**config.mk**
```make
export PLATFORM = sky130hd
export DESIGN_NAME = line_segment_clipper_core
export DESIGN_NICKNAME = d
export VERILOG_FILES = /design/src/sv/lsc_pkg.sv /design/src/sv/lsc_datapath.sv /design/src/sv/lsc_ctrl.sv /design/src/sv/line_segment_clipper_core.sv
export SDC_FILE = /design/constraint.sdc
export NUM_CORES = 2
export LEC_CHECK = 0
export ABC_CLOCK_PERIOD_IN_PS = 9200
export BUFFER_PORTS_ARGS = -buffer_cell sky130_fd_sc_hd__clkbuf_2
export CORE_MARGIN = 4
export CORE_UTILIZATION = 25
export DETAILED_ROUTE_END_ITERATION = 16
export GPL_ROUTABILITY_DRIVEN = 1
export SETUP_SLACK_MARGIN = 0.2
export SKIP_LAST_GASP = 1
export SLEW_MARGIN = 20
export SYNTH_ARGS = -nofsm -noshare
export SYNTH_HDL_FRONTEND = slang
export SYNTH_HIERARCHICAL = 1
export SYNTH_SLANG_ARGS = --single-unit
```
**constraint.sdc**
```tcl
create_clock -name i_clk -period 9.2 [get_ports i_clk]
set_input_delay 1.38 -clock i_clk [delete_from_list [all_inputs] [get_ports i_clk]]
set_output_delay 1.38 -clock i_clk [all_outputs]
set_load 0.02 [all_outputs]
```
**src/sv/lsc_pkg.sv**
```systemverilog
`timescale 1ns / 1ps
`default_nettype none
// shared types and constants of the line segment clipper
// no dependencies
package lsc_pkg;

    localparam int COORD_WIDTH_DEF = 16;
    localparam int CFG_INDEX_W     = 3;
    localparam int MAX_CLIPS       = 4;
    localparam int STEP_W          = 3;

    localparam logic [CFG_INDEX_W-1:0] CFG_WINDOW_LEFT   = 3'd0;
    localparam logic [CFG_INDEX_W-1:0] CFG_WINDOW_BOTTOM = 3'd1;
    localparam logic [CFG_INDEX_W-1:0] CFG_WINDOW_RIGHT  = 3'd2;
    localparam logic [CFG_INDEX_W-1:0] CFG_WINDOW_TOP    = 3'd3;

    localparam int WINDOW_LEFT_RST   = 0;
    localparam int WINDOW_BOTTOM_RST = 0;
    localparam int WINDOW_RIGHT_RST  = 639;
    localparam int WINDOW_TOP_RST    = 479;

    localparam int CODE_LEFT   = 0;
    localparam int CODE_RIGHT  = 1;
    localparam int CODE_BOTTOM = 2;
    localparam int CODE_TOP    = 3;

    typedef enum logic [2:0] {
        S_IDLE,
        S_EVAL,
        S_MUL,
        S_DIV,
        S_UPD,
        S_DONE
    } t_state;

    typedef struct packed {
        logic load;
        logic setup;
        logic mul;
        logic div_step;
        logic update;
        logic out_load;
        logic out_acc;
    } t_cmd;

    typedef struct packed {
        logic trivial_acc;
        logic trivial_rej;
        logic div_last;
    } t_status;

endpackage
`default_nettype wire

```
**src/sv/lsc_datapath.sv**
```systemverilog
`timescale 1ns / 1ps
`default_nettype none
// window registers, endpoint registers, multiplier and serial divider
// depends on lsc_pkg
module lsc_datapath #(
    parameter int COORD_WIDTH = lsc_pkg::COORD_WIDTH_DEF
) (
    input  wire                                  i_clk,
    input  wire                                  i_rst_n,
    input  lsc_pkg::t_cmd                        i_cmd,
    output lsc_pkg::t_status                     o_status,
    input  wire                                  i_cfg_we,
    input  wire [lsc_pkg::CFG_INDEX_W-1:0]       i_cfg_index,
    input  wire signed [COORD_WIDTH-1:0]         i_cfg_data,
    input  wire signed [COORD_WIDTH-1:0]         i_start_x,
    input  wire signed [COORD_WIDTH-1:0]         i_start_y,
    input  wire signed [COORD_WIDTH-1:0]         i_end_x,
    input  wire signed [COORD_WIDTH-1:0]         i_end_y,
    output logic                                 o_accepted,
    output logic signed [COORD_WIDTH-1:0]        o_clipped_start_x,
    output logic signed [COORD_WIDTH-1:0]        o_clipped_start_y,
    output logic signed [COORD_WIDTH-1:0]        o_clipped_end_x,
    output logic signed [COORD_WIDTH-1:0]        o_clipped_end_y
);
    localparam int W  = COORD_WIDTH;
    localparam int DW = W + 1;
    localparam int PW = 2 * W + 2;
    localparam int CW = $clog2(PW);
    localparam int SW = W + 3;

    localparam logic [W-1:0]  RST_LEFT   = W'(lsc_pkg::WINDOW_LEFT_RST);
    localparam logic [W-1:0]  RST_BOTTOM = W'(lsc_pkg::WINDOW_BOTTOM_RST);
    localparam logic [W-1:0]  RST_RIGHT  = W'(lsc_pkg::WINDOW_RIGHT_RST);
    localparam logic [W-1:0]  RST_TOP    = W'(lsc_pkg::WINDOW_TOP_RST);
    localparam logic [DW-1:0] Q_LIMIT    = {1'b1, {W{1'b0}}};
    localparam logic signed [SW-1:0] SAT_HI = SW'((2 ** (W - 1)) - 1);
    localparam logic signed [SW-1:0] SAT_LO = -SAT_HI - SW'(1);

    logic signed [W-1:0] r_wl, r_wb, r_wr, r_wt;
    logic signed [W-1:0] r_x1, r_y1, r_x2, r_y2;
    logic signed [W-1:0] n_x1, n_y1, n_x2, n_y2;

    logic [DW-1:0]       r_ma, r_mb, r_md;
    logic                r_neg, r_dzero, r_vert, r_sel1;
    logic signed [W-1:0] r_base, r_edge;
    logic [PW-1:0]       r_prod, r_prod_sh;
    logic                r_pnz;
    logic [DW:0]         r_rem;
    logic [DW-1:0]       r_quo;
    logic                r_big;
    logic [CW-1:0]       r_cnt;

    function automatic logic [3:0] outcode(input logic signed [W-1:0] x,
                                           input logic signed [W-1:0] y,
                                           input logic signed [W-1:0] wl,
                                           input logic signed [W-1:0] wb,
                                           input logic signed [W-1:0] wr,
                                           input logic signed [W-1:0] wt);
        logic [3:0] c;
        c = '0;
        if (x < wl) begin
            c[lsc_pkg::CODE_LEFT] = 1'b1;
        end else if (x > wr) begin
            c[lsc_pkg::CODE_RIGHT] = 1'b1;
        end
        if (y < wb) begin
            c[lsc_pkg::CODE_BOTTOM] = 1'b1;
        end else if (y > wt) begin
            c[lsc_pkg::CODE_TOP] = 1'b1;
        end
        return c;
    endfunction

    logic [3:0]           c1, c2, co;
    logic                 s_vert;
    logic signed [W-1:0]  s_edge, s_base;
    logic signed [DW-1:0] s_a, s_b, s_d;

    always_comb begin
        c1 = outcode(r_x1, r_y1, r_wl, r_wb, r_wr, r_wt);
        c2 = outcode(r_x2, r_y2, r_wl, r_wb, r_wr, r_wt);
        co = (c1 != 4'd0) ? c1 : c2;
        if (co[lsc_pkg::CODE_TOP]) begin
            s_vert = 1'b1;
            s_edge = r_wt;
        end else if (co[lsc_pkg::CODE_BOTTOM]) begin
            s_vert = 1'b1;
            s_edge = r_wb;
        end else if (co[lsc_pkg::CODE_RIGHT]) begin
            s_vert = 1'b0;
            s_edge = r_wr;
        end else begin
            s_vert = 1'b0;
            s_edge = r_wl;
        end
        if (s_vert) begin
            s_a    = {r_x2[W-1], r_x2} - {r_x1[W-1], r_x1};
            s_b    = {s_edge[W-1], s_edge} - {r_y1[W-1], r_y1};
            s_d    = {r_y2[W-1], r_y2} - {r_y1[W-1], r_y1};
            s_base = r_x1;
        end else begin
            s_a    = {r_y2[W-1], r_y2} - {r_y1[W-1], r_y1};
            s_b    = {s_edge[W-1], s_edge} - {r_x1[W-1], r_x1};
            s_d    = {r_x2[W-1], r_x2} - {r_x1[W-1], r_x1};
            s_base = r_y1;
        end
    end

    assign o_status.trivial_acc = ((c1 | c2) == 4'd0);
    assign o_status.trivial_rej = ((c1 & c2) != 4'd0);
    assign o_status.div_last    = (r_cnt == '0);

    // one divider step: shift in the next product bit
    logic [DW:0]   d_rem_sh;
    logic          d_ge;
    always_comb begin
        d_rem_sh = {r_rem[DW-1:0], r_prod_sh[PW-1]};
        d_ge     = (d_rem_sh >= {1'b0, r_md});
    end

    // final quotient and new coordinate
    logic [DW-1:0]        u_q;
    logic signed [SW-1:0] u_sq, u_sum, u_sat;
    logic signed [W-1:0]  u_new, u_nx, u_ny;
    always_comb begin
        if (r_dzero) begin
            u_q = r_pnz ? Q_LIMIT : '0;
        end else if (r_big || (r_quo > Q_LIMIT)) begin
            u_q = Q_LIMIT;
        end else begin
            u_q = r_quo;
        end
        u_sq  = r_neg ? -SW'(u_q) : SW'(u_q);
        u_sum = SW'(r_base) + u_sq;
        if (u_sum > SAT_HI) begin
            u_sat = SAT_HI;
        end else if (u_sum < SAT_LO) begin
            u_sat = SAT_LO;
        end else begin
            u_sat = u_sum;
        end
        u_new = u_sat[W-1:0];
        u_nx  = r_vert ? u_new : r_edge;
        u_ny  = r_vert ? r_edge : u_new;
    end

    always_comb begin
        n_x1 = r_x1;
        n_y1 = r_y1;
        n_x2 = r_x2;
        n_y2 = r_y2;
        if (i_cmd.load) begin
            n_x1 = i_start_x;
            n_y1 = i_start_y;
            n_x2 = i_end_x;
            n_y2 = i_end_y;
        end else if (i_cmd.update) begin
            if (r_sel1) begin
                n_x1 = u_nx;
                n_y1 = u_ny;
            end else begin
                n_x2 = u_nx;
                n_y2 = u_ny;
            end
        end
    end

    always_ff @(posedge i_clk) begin
        if (!i_rst_n) begin
            r_wl <= RST_LEFT;
            r_wb <= RST_BOTTOM;
            r_wr <= RST_RIGHT;
            r_wt <= RST_TOP;
        end else if (i_cfg_we) begin
            case (i_cfg_index)
                lsc_pkg::CFG_WINDOW_LEFT:   r_wl <= i_cfg_data;
                lsc_pkg::CFG_WINDOW_BOTTOM: r_wb <= i_cfg_data;
                lsc_pkg::CFG_WINDOW_RIGHT:  r_wr <= i_cfg_data;
                lsc_pkg::CFG_WINDOW_TOP:    r_wt <= i_cfg_data;
                default: ;
            endcase
        end
    end

    always_ff @(posedge i_clk) begin
        r_x1 <= n_x1;
        r_y1 <= n_y1;
        r_x2 <= n_x2;
        r_y2 <= n_y2;
        if (i_cmd.setup) begin
            r_ma    <= s_a[DW-1] ? -s_a : s_a;
            r_mb    <= s_b[DW-1] ? -s_b : s_b;
            r_md    <= s_d[DW-1] ? -s_d : s_d;
            r_dzero <= (s_d == '0);
            r_neg   <= (s_d == '0) ? (s_a[DW-1] ^ s_b[DW-1])
                                   : (s_a[DW-1] ^ s_b[DW-1] ^ s_d[DW-1]);
            r_vert  <= s_vert;
            r_edge  <= s_edge;
            r_base  <= s_base;
            r_sel1  <= (c1 != 4'd0);
        end
        if (i_cmd.mul) begin
            r_prod    <= PW'(r_ma * r_mb);
            r_rem     <= '0;
            r_quo     <= '0;
            r_big     <= 1'b0;
            r_cnt     <= CW'(PW - 1);
        end
        if (i_cmd.div_step) begin
            r_rem     <= d_ge ? (d_rem_sh - {1'b0, r_md}) : d_rem_sh;
            r_quo     <= {r_quo[DW-2:0], d_ge};
            r_big     <= r_big | r_quo[DW-1];
            r_prod_sh <= {r_prod_sh[PW-2:0], 1'b0};
            r_cnt     <= r_cnt - CW'(1);
        end else if (i_cmd.mul) begin
            r_prod_sh <= PW'(r_ma * r_mb);
        end
        r_pnz <= (r_prod != '0);
        if (i_cmd.out_load) begin
            o_accepted        <= i_cmd.out_acc;
            o_clipped_start_x <= r_x1;
            o_clipped_start_y <= r_y1;
            o_clipped_end_x   <= r_x2;
            o_clipped_end_y   <= r_y2;
        end
    end

endmodule
`default_nettype wire

```
**src/sv/lsc_ctrl.sv**
```systemverilog
`timescale 1ns / 1ps
`default_nettype none
// sequencer for outcode test, multiply, divide and endpoint update
// depends on lsc_pkg
module lsc_ctrl (
    input  wire              i_clk,
    input  wire              i_rst_n,
    input  wire              i_in_valid,
    output logic             o_in_stall,
    output logic             o_out_valid,
    input  wire              i_out_stall,
    output lsc_pkg::t_cmd    o_cmd,
    input  lsc_pkg::t_status i_status
);
    lsc_pkg::t_state r_state, n_state;
    logic [lsc_pkg::STEP_W-1:0] r_steps, n_steps;
    logic r_acc, n_acc, r_out_valid, n_out_valid;
    logic w_slot;

    assign w_slot      = !r_out_valid || !i_out_stall;
    assign o_in_stall  = (r_state != lsc_pkg::S_IDLE);
    assign o_out_valid = r_out_valid;

    always_comb begin
        n_state = r_state;
        case (r_state)
            lsc_pkg::S_IDLE: if (i_in_valid) n_state = lsc_pkg::S_EVAL;
            lsc_pkg::S_EVAL: begin
                if (i_status.trivial_acc || i_status.trivial_rej ||
                    (r_steps == lsc_pkg::STEP_W'(lsc_pkg::MAX_CLIPS))) begin
                    n_state = lsc_pkg::S_DONE;
                end else begin
                    n_state = lsc_pkg::S_MUL;
                end
            end
            lsc_pkg::S_MUL: n_state = lsc_pkg::S_DIV;
            lsc_pkg::S_DIV: if (i_status.div_last) n_state = lsc_pkg::S_UPD;
            lsc_pkg::S_UPD: n_state = lsc_pkg::S_EVAL;
            lsc_pkg::S_DONE: if (w_slot) n_state = lsc_pkg::S_IDLE;
            default: n_state = lsc_pkg::S_IDLE;
        endcase
    end

    always_comb begin
        o_cmd       = '0;
        n_steps     = r_steps;
        n_acc       = r_acc;
        n_out_valid = r_out_valid && i_out_stall;
        case (r_state)
            lsc_pkg::S_IDLE: begin
                o_cmd.load = i_in_valid;
                n_steps    = '0;
            end
            lsc_pkg::S_EVAL: begin
                n_acc       = i_status.trivial_acc;
                o_cmd.setup = 1'b1;
            end
            lsc_pkg::S_MUL: o_cmd.mul = 1'b1;
            lsc_pkg::S_DIV: o_cmd.div_step = 1'b1;
            lsc_pkg::S_UPD: begin
                o_cmd.update = 1'b1;
                n_steps      = r_steps + lsc_pkg::STEP_W'(1);
            end
            lsc_pkg::S_DONE: begin
                o_cmd.out_load = w_slot;
                o_cmd.out_acc  = r_acc;
                if (w_slot) n_out_valid = 1'b1;
            end
            default: ;
        endcase
    end

    always_ff @(posedge i_clk) begin
        if (!i_rst_n) begin
            r_state     <= lsc_pkg::S_IDLE;
            r_steps     <= '0;
            r_acc       <= 1'b0;
            r_out_valid <= 1'b0;
        end else begin
            r_state     <= n_state;
            r_steps     <= n_steps;
            r_acc       <= n_acc;
            r_out_valid <= n_out_valid;
        end
    end

endmodule
`default_nettype wire

```
**src/sv/line_segment_clipper_core.sv**
```systemverilog
`timescale 1ns / 1ps
`default_nettype none
// line segment clipper against a window held in four registers
// Input channel: i_in_valid / o_in_stall, one beat carries both endpoints.
// Output channel: o_out_valid / i_out_stall, one beat per input beat with the
// accept flag and the endpoints as last updated.
// Config channel: i_cfg_valid / o_cfg_ready (always ready), index 0..3 selects
// window_left, window_bottom, window_right, window_top; other indexes ignored.
// Each clip step (at most four) runs a multiply, then a bit-serial divider
// retiring one quotient bit per cycle, then an endpoint update; an outcode
// test before each step decides a trivial accept or reject.
// One beat is processed at a time; the next beat is taken once the result
// has entered the output register.
// Reset: synchronous, window returns to 0,0..639,479, channels go empty.
// A stalled output holds its beat; the block finishes the next beat and
// waits before loading it.
// depends on lsc_pkg, lsc_ctrl, lsc_datapath
module line_segment_clipper_core #(
    parameter int COORD_WIDTH = lsc_pkg::COORD_WIDTH_DEF
) (
    input  wire                               i_clk,
    input  wire                               i_rst_n,
    input  wire                               i_in_valid,
    output logic                              o_in_stall,
    input  wire signed [COORD_WIDTH-1:0]      i_start_x,
    input  wire signed [COORD_WIDTH-1:0]      i_start_y,
    input  wire signed [COORD_WIDTH-1:0]      i_end_x,
    input  wire signed [COORD_WIDTH-1:0]      i_end_y,
    output logic                              o_out_valid,
    input  wire                               i_out_stall,
    output logic                              o_accepted,
    output logic signed [COORD_WIDTH-1:0]     o_clipped_start_x,
    output logic signed [COORD_WIDTH-1:0]     o_clipped_start_y,
    output logic signed [COORD_WIDTH-1:0]     o_clipped_end_x,
    output logic signed [COORD_WIDTH-1:0]     o_clipped_end_y,
    input  wire                               i_cfg_valid,
    output logic                              o_cfg_ready,
    input  wire [lsc_pkg::CFG_INDEX_W-1:0]    i_cfg_index,
    input  wire signed [COORD_WIDTH-1:0]      i_cfg_data
);
    lsc_pkg::t_cmd    w_cmd;
    lsc_pkg::t_status w_status;

    assign o_cfg_ready = 1'b1;

    lsc_ctrl u_ctrl (
        .i_clk       (i_clk),
        .i_rst_n     (i_rst_n),
        .i_in_valid  (i_in_valid),
        .o_in_stall  (o_in_stall),
        .o_out_valid (o_out_valid),
        .i_out_stall (i_out_stall),
        .o_cmd       (w_cmd),
        .i_status    (w_status)
    );

    lsc_datapath #(
        .COORD_WIDTH (COORD_WIDTH)
    ) u_datapath (
        .i_clk             (i_clk),
        .i_rst_n           (i_rst_n),
        .i_cmd             (w_cmd),
        .o_status          (w_status),
        .i_cfg_we          (i_cfg_valid && o_cfg_ready),
        .i_cfg_index       (i_cfg_index),
        .i_cfg_data        (i_cfg_data),
        .i_start_x         (i_start_x),
        .i_start_y         (i_start_y),
        .i_end_x           (i_end_x),
        .i_end_y           (i_end_y),
        .o_accepted        (o_accepted),
        .o_clipped_start_x (o_clipped_start_x),
        .o_clipped_start_y (o_clipped_start_y),
        .o_clipped_end_x   (o_clipped_end_x),
        .o_clipped_end_y   (o_clipped_end_y)
    );

endmodule
`default_nettype wire
```
==> out/metrics.yaml <==
yosys:
  synth_top_area_share: 0.288
  synth_edf_count: 324
  synth_compound_area_frac: 0.135
  synth_top_family_by_area: "adder cells"
  yosys.area_share.xor_xnor: 0.0396
  syn_area_per_cell_um2: 9.63
  synth.area.top_cells: "edfxtp_1 29%, fa_1 14%, ha_1 12%"
  yosys_warnings: 6
  ys_seq_area_frac: 0.332
  synth_top_flop_cell: "edfxtp_1"
  synthTopCellsByCount: "459 x inv_1, 430 x nand2_1, 325 x ha_1"
  synthCells: 3512
  synthMuxAreaShare: 0.0224
  ys_types: 93
  synth_nets: 4154
  synth-seq-cells: 398
  synth.most_common_cell: "inv_1"
  netlist_area_mm2: 0.0338
  synthArstFlopShare: 0
  synth_top_cell_by_area: "edfxtp_1"
  synthAdderAreaFrac: 0.256
  synthSimpleGateAreaFrac: 0.148
cells_and_area:
  num-fill-cells: 14100
  drive_above_1_share: 0.0831
  multi_input_area_mm2: 0.0204
  fin_nets: 4249
  seq_area_mm2: 0.0112
  syn_to_final_growth_pct: 12.6
setup_path:
  arrival_ns: 7.47
  crit_path_start_kind: "flip-flop"
  cp_num_cells: 22
  critPathMaxFanout: 16
  critPathMaxStageDelay_ns: 0.87
  r2r-start: "u_datapath/r_x2[1]"
  critPathBufInv: 0
  worstRegToRegCells: 22
  r2r-end: "u_datapath/r_mb[15]"
  timing.reg2reg.setup_slack_ns: 2.09
  end_kind: "flip-flop"
  cp_cell_sequence: "ha_1, nor2b_1, o21ai_0, nand2b_1, a2111oi_0, nor4_1, o311a_1, nor3b_1, o21ai_2, mux2i_1, a221oi_1, ha_1, nor2b_1, o21ai_0, a21oi_1, or3_1, a211oi_1, nand2b_1, nor4b_1, nand2_1, o31ai_1, xnor2_1"
  critPathTopFamily: "compound AO/OA/AOI/OAI gates"
  worstPathRequired_ns: 9.55
  path_class: "reg -> reg"
  slowest_stage: "o21ai_2"
die:
  initial_core_util: 0.252
  io_pins: 156
  die_y_um: 376
  core_mm2: 0.134
  rows: 134
  die_area_mm2: 0.141
  die_width_um: 376
sta:
  hold_violations: 0
  setup_viol: 0
  setup_tns_ns: 0
  fmax_mhz: 141
  fin_worst_skew_ns: 0.0527
  finalWorstPathRequiredPeriod_ns: 7.11
  final_max_slew_viol_count: 0
  slew_headroom: 0.212
  worst_slack_ns: 2.09
  grt_setup_unrepaired: "no"
  fin_crit_sh: 0.773
  tightest_slew_ns: 1.18
grt:
  first_global_vias: 26700
  antenna_found_initial: 1
  grt_max_degree: 75
  grt_usage: 0.151
  grt.overflow.total: 0
  grt_pass1_wl_mm: 165
cts:
  cts_tree: "done"
  clk_pin_slew_ns: 0.07
  worstSkewPairLatency_ns: 0.62
  cts-resized-gates: 0
  cts.path.max_buffers: 3
  root_buffer: "clkbuf_16"
  post_cts_buffers: 0
  clock_sinks: 398
  cts_max_level: 2
  cts_buffers: 47
  postCtsHoldBufs: 0
drt:
  drt-initial-drc-count: 2089
  first_pass_iters: 6
  num_vias: 26500
  drt-total-wl_mm: 109
  viasPerCell: 4.89
  ant_nets: 0
  drc: 0
  wl_per_cell_um: 20.1
place:
  io_buffer_count: 154
  gp_congestion: 0.957
  place_worst_setup_slack_ns: 2.15
  dp_hpwl_mm: 83.8
hold_path:
  hp-class: "reg -> reg"
  min_to: "u_datapath/r_wt[15]"
  whs_path_depth: 2
  hold_start: "u_datapath/r_wt[15]"
run_status:
  status: "completed"
flow_run:
  cap_viol_max_count: 0
## worst reg2reg max path, cell delays in order, from the launching register on
cell	delay (ns)
edfxtp_1	0.52
ha_1	0.34
nor2b_1	0.13
o21ai_0	0.15
nand2b_1	0.09
a2111oi_0	0.42
nor4_1	0.11
o311a_1	0.43
nor3b_1	0.18
o21ai_2	0.87
mux2i_1	0.23
a221oi_1	0.59
ha_1	0.33
nor2b_1	0.12
o21ai_0	0.24
a21oi_1	0.15
or3_1	0.37
a211oi_1	0.45
nand2b_1	0.16
nor4b_1	0.50
nand2_1	0.14
o31ai_1	0.26
xnor2_1	0.10
## layout make-up
cell class                      instances  share of cell area
Clock buffer                           61              0.0339
Inverter                              461              0.0455
Sequential cell                       398               0.294
Multi-Input combinational cell       2520               0.535
Timing Repair Buffer                  179              0.0252
Clock inverter                         26             0.00756
Tap cell                             1768              0.0581
Antenna cell                            1           0.0000657
## through the flow
stage | utilization | hold slack (ns) | instances | area (um2)
floorplan | - | 0.409 | 3512 | 33800
global placement | 0.272 | 0.454 | 5326 | 36500
detailed placement | 0.272 | 0.460 | 5326 | 36500
CTS | 0.284 | 0.468 | 5413 | 38100
global route | 0.284 | 0.479 | 5413 | 38100
finish | 0.284 | 0.473 | 5414 | 38100
## kinds of logic after synthesis
logic type / Yosys count
AOI/OAI and AO/OA: 689
xor gates and xnor gates: 153
adders and majority gates: 554
buffers and inverters: 594
DFF: 398
muxes: 74
other: 1
and+or+nand+nor: 1049
## flip-flops by register name (all words and copies together), names as in the netlist, 17 cells and up
signal / flops
u_datapath/r_mb: 17
u_datapath/r_ma: 17
u_datapath/r_prod: 34
u_datapath/r_md: 17
u_datapath/r_rem: 17
u_datapath/r_quo: 17
u_datapath/r_prod_sh: 34
## how the worst max path moves through the flow
stage | from | endpoint | slack (ns)
after floorplan | u_datapath/r_mb[7] | u_datapath/r_prod_sh[28] | 2.56
after global placement | u_datapath/r_mb[7] | u_datapath/r_prod_sh[28] | 2.19
after detailed placement | u_datapath/r_mb[16] | u_datapath/r_prod_sh[28] | 2.15
after CTS | u_datapath/r_mb[16] | u_datapath/r_prod_sh[28] | 2.09
after global routing | u_datapath/r_quo[4] | u_datapath/r_y1[7] | 1.60
final | u_datapath/r_x2[1] | u_datapath/r_mb[15] | 2.09
## cell usage in the layout, fill, tap and decap left out, types with 92 or more instances in the layout
cell / synthesis / routed
nand2_1: 430 / 429
fa_1: 229 / 229
o21ai_0: 108 / 108
a21oi_1: 180 / 179
xnor2_1: 92 / 92
inv_1: 459 / 459
edfxtp_1: 324 / 324
and2_1: 127 / 127
nor2_1: 193 / 192
ha_1: 325 / 325
clkbuf_2: 0 / 154
## metal layers
layer,vias to the layer above,wire (um),track usage,share of wire
li1,12200,-,-,-
met1,13000,45500,0.194,0.42
met2,999,50400,0.251,0.46
met3,254,6890,0.0209,0.063
met4,0,6050,0.0737,0.056
met5,-,0,0,0
Power is not shown: default switching activity piles up to over one toggle a cycle in this logic, so the estimate is an artifact.
